## src/rtl/core/bmhq_pkg.sv

```systemverilog
// ----------------------------------------------------------------------------
// bmhq_pkg
// Shared widths, codes and controller/datapath interface types of the
// binary min-heap priority queue.
// ----------------------------------------------------------------------------
package bmhq_pkg;

   localparam int HEAP_DEPTH = 256;
   localparam int SYMBOL_W   = 8;
   localparam int WEIGHT_W   = 24;
   localparam int ENTRY_W    = SYMBOL_W + WEIGHT_W;
   localparam int STATUS_W   = 2;
   localparam int HELD_W     = 9;

   localparam logic OP_INSERT = 1'b0;
   localparam logic OP_REMOVE = 1'b1;

   typedef enum logic [STATUS_W-1:0] {
      STATUS_OK    = 2'd0,
      STATUS_FULL  = 2'd1,
      STATUS_EMPTY = 2'd2
   } status_type;

   typedef struct packed {
      logic       cap_req;
      logic       ins_setup;
      logic       rd_parent;
      logic       up_step;
      logic       rd_root_last;
      logic       rm_setup;
      logic       rd_child;
      logic       dn_step;
      logic       wr_hole;
      logic       load_rsp;
      status_type code;
   } cmd_type;

   typedef struct packed {
      logic full;
      logic empty;
      logic at_root;
      logic up_go;
      logic has_left;
      logic dn_go;
   } stat_type;

endpackage

```

## src/rtl/core/bmhq_ctrl.sv

```systemverilog
// ----------------------------------------------------------------------------
// bmhq_ctrl
// Heap controller: sequences insert sift-up, remove sift-down and the
// result handoff.
// ----------------------------------------------------------------------------
module bmhq_ctrl (
   input  logic               clock,
   input  logic               reset,
   input  logic               req_valid,
   output logic               req_stall,
   input  logic               req_op,
   output logic               rsp_valid,
   input  logic               rsp_stall,
   input  bmhq_pkg::stat_type stat,
   output bmhq_pkg::cmd_type  cmd
);

   typedef enum logic [2:0] {
      ST_IDLE,
      ST_UP_CHK,
      ST_UP_CMP,
      ST_RM_SETUP,
      ST_DN_CHK,
      ST_DN_CMP,
      ST_DONE
   } state_type;

   state_type            state_ff, state_in;
   bmhq_pkg::status_type code_ff, code_in;
   logic                 rsp_valid_ff, rsp_valid_in;

   always_comb begin
      state_in = state_ff;
      code_in  = code_ff;
      cmd      = '0;
      cmd.code = code_ff;
      case (state_ff)
         ST_IDLE: begin
            if (req_valid) begin
               cmd.cap_req = 1'b1;
               code_in     = bmhq_pkg::STATUS_OK;
               if (req_op == bmhq_pkg::OP_INSERT) begin
                  if (stat.full) begin
                     code_in  = bmhq_pkg::STATUS_FULL;
                     state_in = ST_DONE;
                  end else begin
                     cmd.ins_setup = 1'b1;
                     state_in      = ST_UP_CHK;
                  end
               end else begin
                  if (stat.empty) begin
                     code_in  = bmhq_pkg::STATUS_EMPTY;
                     state_in = ST_DONE;
                  end else begin
                     cmd.rd_root_last = 1'b1;
                     state_in         = ST_RM_SETUP;
                  end
               end
            end
         end
         ST_UP_CHK: begin
            if (stat.at_root) begin
               cmd.wr_hole = 1'b1;
               state_in    = ST_DONE;
            end else begin
               cmd.rd_parent = 1'b1;
               state_in      = ST_UP_CMP;
            end
         end
         ST_UP_CMP: begin
            if (stat.up_go) begin
               cmd.up_step = 1'b1;
               state_in    = ST_UP_CHK;
            end else begin
               cmd.wr_hole = 1'b1;
               state_in    = ST_DONE;
            end
         end
         ST_RM_SETUP: begin
            cmd.rm_setup = 1'b1;
            state_in     = ST_DN_CHK;
         end
         ST_DN_CHK: begin
            if (stat.has_left) begin
               cmd.rd_child = 1'b1;
               state_in     = ST_DN_CMP;
            end else begin
               cmd.wr_hole = 1'b1;
               state_in    = ST_DONE;
            end
         end
         ST_DN_CMP: begin
            if (stat.dn_go) begin
               cmd.dn_step = 1'b1;
               state_in    = ST_DN_CHK;
            end else begin
               cmd.wr_hole = 1'b1;
               state_in    = ST_DONE;
            end
         end
         ST_DONE: begin
            if (!rsp_valid_ff || !rsp_stall) begin
               cmd.load_rsp = 1'b1;
               state_in     = ST_IDLE;
            end
         end
         default: begin
            state_in = ST_IDLE;
         end
      endcase
      rsp_valid_in = cmd.load_rsp | (rsp_valid_ff & rsp_stall);
   end

   always_ff @(posedge clock) begin
      if (reset) begin
         state_ff     <= ST_IDLE;
         code_ff      <= bmhq_pkg::STATUS_OK;
         rsp_valid_ff <= 1'b0;
      end else begin
         state_ff     <= state_in;
         code_ff      <= code_in;
         rsp_valid_ff <= rsp_valid_in;
      end
   end

   assign req_stall = state_ff != ST_IDLE;
   assign rsp_valid = rsp_valid_ff;

endmodule

```

## config.mk

```make
export PLATFORM = sky130hd
export DESIGN_NAME = bmhq_ctrl
export DESIGN_NICKNAME = d
export VERILOG_FILES = /design/src/rtl/core/bmhq_pkg.sv /design/src/rtl/core/bmhq_ctrl.sv
export SDC_FILE = /design/constraint.sdc
export NUM_CORES = 1
export LEC_CHECK = 0
export ABC_AREA = 1
export ABC_CLOCK_PERIOD_IN_PS = 1000
export BUFFER_PORTS_ARGS = -buffer_cell sky130_fd_sc_hd__buf_2
export CORE_AREA = 2 2 39 41
export DETAILED_ROUTE_END_ITERATION = 6
export DIE_AREA = 0 0 41 43
export GPL_TIMING_DRIVEN = 0
export PLACE_DENSITY = 0.66
export SYNTH_ARGS = -nofsm -noshare
export SYNTH_HDL_FRONTEND = slang
export SYNTH_SLANG_ARGS = --single-unit
```

## constraint.sdc

```tcl
create_clock -name clock -period 1 [get_ports clock]
set_input_delay 0.05 -clock clock [delete_from_list [all_inputs] [get_ports clock]]
set_output_delay 0.05 -clock clock [all_outputs]
set_load 0.02 [all_outputs]
```

After elaboration in Yosys (flattened, before gate mapping)
Index checks and enable logic that the tools add are counted.
W data, S select, Z words.
{"block": "classes", "n_eq_ne": 8, "mux": 37, "bitwise": 2, "reduce_logical": 7}
{"operator": "$mux W1", "n": 22}
{"operator": "$mux W3", "n": 7}
{"operator": "$pmux W3 S7", "n": 1}
{"operator": "$mux W2", "n": 6}
{"operator": "$eq A3 B3 Y1 const B", "n": 3}
{"operator": "$eq A3 B2 Y1 const B", "n": 2}
{"operator": "$ne A2 B2 Y1 const B", "n": 2}
{"operator": "$pmux W1 S4", "n": 1}
{"operator": "$reduce_and A2 Y1", "n": 2}
{"operator": "$eq A3 B1 Y1 const B", "n": 1}
{"operator": "$logic_not A3 Y1", "n": 1}
{"operator": "$reduce_bool A3 Y1", "n": 1}
{"operator": "$logic_not A1 Y1", "n": 2}
{"operator": "$and A1 B1 Y1", "n": 1}
{"operator": "$logic_or A1 B1 Y1", "n": 1}
{"operator": "$or A1 B1 Y1", "n": 1}
{"block": "word_totals", "reg_bits": 6, "input_bits": 11}

Longest topological paths before layout
Gate-level depths: netlist (run 1).
{"block": "depth", "depth_word": 5, "ltp_mapped": 8, "ltp_nobuf": 8}

Least setup slack after synthesis (run 1)
No wires, ideal clock.
{"block": "synth_path", "path_kind": "reg2reg", "start": "register state_ff[2]", "end": "register state_ff[0]", "setup_time_ns": 0.078, "arrival_time_ns": 1.057, "t_required_ns": 0.922, "slack_ns": -0.134, "path_stages_with_launch": 5, "path_buffers": 0, "synth_period_minus_slack_ns": 1.134, "cell_sequence": "dfxtp_1 > nand2_1 > nor3_2 > nor3_1 > nor3_1"}
{"block": "synth_between", "elab_chain_len": 3, "elab_cells_between_ends": 11, "classes_between": "eq/ne: 8; mux: 1; reduce/logical: 2"}
{"item": "start, declared", "line": "bmhq_ctrl.sv:28", "text": "state_type state_ff, state_in;"}
{"item": "start signal, assigned", "line": "bmhq_ctrl.sv:120", "text": "state_ff <= state_in;"}
{"item": "$eq A3 B3 Y1 / $logic_not A3 Y1 (equally long branches)", "line": "bmhq_ctrl.sv:37", "text": "case (state_ff)"}
{"item": "$ne A2 B2 Y1 (no source line)"}
{"item": "$reduce_and A2 Y1 (no source line)"}
Parallel ways exist; a longest one is shown, timed or not.
A chain may end at the register's enable or synchronous reset.

==> results of run 1 <==
worst max-delay path, delay by kind of cell (launching register included):
family / cells / cell delay, ns
flip-flops: 1 / 0.32
AND/OR/NAND/NOR: 3 / 0.35
buffers and inverters: 2 / 0.25
placed cells by master (no fill, tap or decap):
| cell type | synthesis | layout |
|---|---|---|
| o2111ai_2 | 0 | 1 |
| inv_1 | 12 | 11 |
| nor2_2 | 4 | 2 |
| nand2_2 | 2 | 3 |
| buf_2 | 0 | 14 |
| a21oi_1 | 7 | 4 |
| nor2_4 | 0 | 5 |
| clkbuf_4 | 0 | 3 |
| buf_6 | 0 | 9 |
| o21ai_0 | 1 | 1 |
| nand3_2 | 1 | 3 |
| nand2_1 | 13 | 10 |
| o21ai_2 | 1 | 1 |
| inv_4 | 0 | 4 |
| dfxtp_1 | 6 | 3 |
| dfxtp_4 | 0 | 2 |
| nor3_2 | 2 | 1 |
| nand3_1 | 4 | 1 |
| nand2_4 | 0 | 2 |
| nor3_1 | 3 | 2 |
| buf_4 | 1 | 6 |
| a21oi_2 | 0 | 3 |
| nor2_1 | 10 | 7 |
| nand3_4 | 0 | 1 |
| nor3_4 | 0 | 2 |
| dfxtp_2 | 0 | 1 |
| nand4_1 | 2 | 2 |
routing by layer:
layer / vias up / part of all wire / track usage
met4: 0 / 0 / 0.0200
met5: - / 0 / 0
met3: 0 / 0.077 / 0.0838
li1: 300 / - / -
met1: 265 / 0.38 / 0.218
met2: 31 / 0.55 / 0.284
cell usage after synthesis:
| cell | n |
|---|---|
| a21oi_1 | 7 |
| dfxtp_1 | 6 |
| nor2_2 | 4 |
| nor3_1 | 3 |
| nand3_2 | 1 |
| inv_1 | 12 |
| o21ai_2 | 1 |
| nor3_2 | 2 |
| buf_4 | 1 |
| inv_2 | 3 |
| nand2_2 | 2 |
| o21ai_0 | 1 |
| nand4_1 | 2 |
| o2111ai_1 | 1 |
| nand3_1 | 4 |
| nor2_1 | 10 |
| nand2_1 | 13 |
through the flow:
step | std cells | utilization | total power [uW] | instance area (sq um) | worst slack [ns]
floorplan | 73 | - | 1440 | 493 | -0.0494
global placement | 113 | 0.458 | 1740 | 633 | -0.107
detailed placement | 113 | 0.458 | 1740 | 633 | -0.0906
CTS | 120 | 0.571 | 2430 | 791 | -0.210
global route | 120 | 0.593 | 2740 | 821 | -0.285
finish | 120 | 0.593 | 2540 | 821 | -0.216
final cells by class:
type | count | share of cell area
multi-input cells | 51 | 0.447
repair buffers | 28 | 0.250
flip-flops and latches | 6 | 0.157
inverters | 15 | 0.0808
clock buffers | 3 | 0.0274
well taps | 16 | 0.0244
plain buffers | 1 | 0.0137
cells by family after synthesis:
| logic type | Yosys count | share of synthesized area |
|---|---|---|
| and+or+nand+nor | 41 | 0.455 |
| DFF | 6 | 0.271 |
| AOI/OAI and AO/OA | 10 | 0.130 |
| buffers and inverters | 16 | 0.144 |
repair_timing:
action	in CTS	in global routing
setup buffers	3	0
resized for setup	33	8
cloned	1	0
pin swaps	6	5
setup endpoints to repair	16	16
state kept, by name (all words and copies together) (netlist names):
name       flops
rsp_valid      1
code_ff        2
state_ff       3
path summary, 6_finish.rpt:
kind         slack [ns]     endpoint  cells past startpoint        start
max               -0.22       cmd[7]                      5  state_ff[0]
min                0.05  state_ff[1]                      2        reset
max reg2reg       -0.14  state_ff[2]                      8  state_ff[1]
min reg2reg        0.48    rsp_valid                      2    rsp_valid
power by group:
part,internal (uW),switching [uW]
Clock,135,78.8
Combinational,802,1010
Sequential,349,166
Total,1290,1260
==> impl_metrics.toml, run 1 <==
[outcome]
outcome = "complete, but fails checks"
violations = "setup timing"

[power_and_ir_drop]
leakagePower_uw = 0.000406
vdd_drop_max_uv = 1500
powerDensity_nw_per_um2 = 3100

[synth]
syn_inst = 73
yosysTopAreaCell = "dfxtp_1"
synth_top_area_share = 0.271
synthTopCellsByArea = "dfxtp_1, nand2_1, inv_1, nor2_1, a21oi_1"
synth_warnings = 0
synth_seq_area_share = 0.271
synth_seq_cells = 6
syn_nets = 84
netlist_area_sq_um = 443
syn_area_per_cell_sq_um = 6.07
synthDistinctLibCells = 17

[detailed_routing]
drt-initial-drc-count = 10
drc = 0
drt_wl_total_um = 1310
antenna_left = 0
viasPerCell = 4.97
wire_per_inst_um = 10.9
drt-pass1-iter-count = 4
dr_total_vias = 596

[final_layout]
multi_input_area_sq_um = 367
final_nets = 117
regArea_sq_um = 129
fillCellCount = 130
antennaDiodeCount = 0
syn2layout_area_growth_pct = 85.3
drive_above_1_share = 0.606

[timing]
timing.slew.headroom = 0.860
fin_ws_ns = -0.216
hold_viol = 0
maxSlewViolCount = 0
period_share = 1.22
finalCriticalPeriod_ns = 1.22
fin_setup_tns_ns = -2.31
setup_violations = 16
finClkSkew_ns = 0.00524
worst_pin_slew_ns = 0.209
fmax_mhz = 823
grt_setup_unrepaired = "true"
whs_ns = 0.0535

[grt]
grt_max_degree = 7
grt_pass1_vias = 545
grt_pass1_wl_um = 2170
overflow = 0
track_usage = 0.178
antenna_found_initial = 0

[critical_path]
worstSetupEndpointType = "primary output"
crit_path_cell_trace = "buf_6, nor2_4, nand3_4, nor2_4, buf_6"
start_kind = "flop"
worstPathRequired_ns = 0.95
path_max_fanout = 5
cp_data_arrival_time_ns = 1.17
path_class = "reg -> out"
crit_slowest_cell = "dfxtp_2"
max_stage_delay_ns = 0.32

[flow_run]
cap_violations = 0

[place]
place_congestion = 0.771
port_buffers = 24
dp_hpwl_um = 911

[clocking]
path_clk_slew_ns = 0.04
cts_buffers = 3
ctsHoldBuffers = 0
cts_root_buf = "clkbuf_4"
clk_path_buf_depth = 2
cts_sinks = 6
clk-insertion-delay-late_ns = 0.24
cts_tree = "done"
htree_levels = 1

[die]
ioPinCount = 25
core_region_area_sq_um = 1380
start_util = 0.320
die_h_um = 43
fp-row-count = 14
die_w_um = 41
die_area_sq_um = 1760

[worst_hold_path]
hold_class = "in -> reg"
Note: power is estimated with default switching activity, not from simulation.
==> run 2, diff against run 1 <==
==> constraint.sdc (replaced) <==
create_clock -name clock -period 1 [get_ports clock]
set_input_delay 0.05 -clock clock [delete_from_list [all_inputs] [get_ports clock]]
set_output_delay 0.05 -clock clock [all_outputs]
set_load 0.05 [all_outputs]
==> run 2 against run 1 <==
The run still ends with setup timing left. Die area is the same. Maximum frequency shrank 8.8%. Routed wire length grew 34%. Clock skew grew 0.0045 ns. Largest cell class unchanged.
==> impl_metrics.toml, run 2 (synthesis gave the netlist of run 1 again) <==
[outcome]
outcome = "complete, but fails checks"
violations = "setup timing"

[timing]
fin_setup_tns_ns = -3.68
finClkSkew_ns = 0.00971
finalCriticalPeriod_ns = 1.33
grt_setup_unrepaired = "true"
period_share = 1.33
hold_viol = 0
fin_ws_ns = -0.332
setup_violations = 16
worst_pin_slew_ns = 0.256
timing.slew.headroom = 0.831
maxSlewViolCount = 0
fmax_mhz = 751

[clocking]
htree_levels = 1
clk-insertion-delay-late_ns = 0.25
ctsHoldBuffers = 0
clk_path_buf_depth = 2
cts_sinks = 6
cts_buffers = 3
path_clk_slew_ns = 0.05
cts_tree = "done"
cts_root_buf = "clkbuf_4"

[critical_path]
start_kind = "flop"
path_class = "reg -> out"
r2r_cells = 7
worstSetupEndpointType = "primary output"
cp_data_arrival_time_ns = 1.28
worstPathRequired_ns = 0.95
path_max_fanout = 5

[final_layout]
drive_above_1_share = 0.726
fin_area_sq_um = 1060
final_cell_mix = "buf_6, buf_2, inv_1"
syn2layout_area_growth_pct = 140
antennaDiodeCount = 0
top_register = "state_ff"
instances_no_fill = 129
largest_reg_flops = 3
final_nets = 125

[grt]
antenna_found_initial = 0
track_usage = 0.219
overflow = 0
grt_use_met1 = 0.227
grt_max_degree = 7
grtUsageMet3 = 0.0419
grt_pass1_wl_um = 2640
grt_pass1_vias = 646
grt_util_met2 = 0.403
gr-max-usage-layer = "met2"

[power_and_ir_drop]
internal_power_uw = 1810
p_seq_frac = 0.131
vdd_drop_max_uv = 2260
leakagePower_uw = 0.000495
clock_power_share = 0.064
p_total_uw = 3850
p_sw_frac = 0.529
switching_power_uw = 2030
pwr-share-comb = 0.805
powerDensity_nw_per_um2 = 3620

[flow_run]
cap_violations = 0

[die]
start_util = 0.320
core_region_area_sq_um = 1380
die_h_um = 43
ioPinCount = 25
die_area_sq_um = 1760
die_w_um = 41
fp-row-count = 14

[place]
dpl_worst_slack_ns = -0.241
dp_hpwl_um = 981
place_congestion = 0.715
dp_cells = 113
place_area_sq_um = 691
port_buffers = 24

[detailed_routing]
drc = 0
drt-initial-drc-count = 6
wire_per_inst_um = 13.6
viasPerCell = 4.97
drt_wl_total_um = 1760
antenna_left = 0
drt-pass1-iter-count = 4
dr_total_vias = 641

[worst_hold_path]
hold_class = "in -> reg"
min_path_cells = 2
## run 2: layout make-up
cell class	count	area (sq um)
Multi-Input combinational cell	51	462
Fill cell	99	320
Clock buffer	4	26.3
Tap cell	16	20.0
Inverter	15	73.8
Sequential cell	6	130
Timing Repair Buffer	36	340
Buffer	1	11.3
## run 2: what timing repair did
action                                  4_1_cts  5_1_grt
pin swaps                                     7        7
endpoints found under the hold margin         0        0
gates cloned                                  1        0
endpoints found under the setup margin       16       17
setup buffers                                 5        7
resized for setup                            43       24
## run 2: path summary, 6_finish.rpt
| path | startpoint | end | slack, ns |
|---|---|---|---|
| worst max-delay path | state_ff[2] | cmd[8] | -0.33 |
| worst min-delay path | reset | state_ff[1] | 0.06 |
| worst min register to register | code_ff[1] | code_ff[1] | 0.47 |
| worst max register to register | state_ff[2] | state_ff[1] | -0.20 |
## run 2: worst max-delay path: stages (launching register included)
cell	delay (ns)
dfxtp_4	0.38
buf_6	0.13
inv_8	0.07
nand2_8	0.05
nor3_4	0.21
buf_6	0.19
## run 2: power groups by stage
| stage | Sequential [uW] | Combinational (uW) | Clock (uW) |
|---|---|---|---|
| final | 504 | 3100 | 245 |
| after global routing | 516 | 3250 | 267 |
| after CTS | 516 | 2500 | 252 |
| after detailed placement | 480 | 1790 | 0 |
| after global placement | 483 | 1770 | 0 |
| after floorplan | 511 | 1440 | 0 |
## run 2: through the flow
step / util / hold WS (ns)
2_1_floorplan: - / 0.109
3_3_place_gp: 0.499 / 0.290
3_5_place_dp: 0.499 / 0.293
4_1_cts: 0.667 / 0.0310
5_1_grt: 0.769 / 0.0487
6_report: 0.769 / 0.0583
## run 2: layer usage
metal	wire, um	vias up
li1	-	319
met1	653	298
met2	1000	20
met3	79	4
met4	18	0
met5	0	-
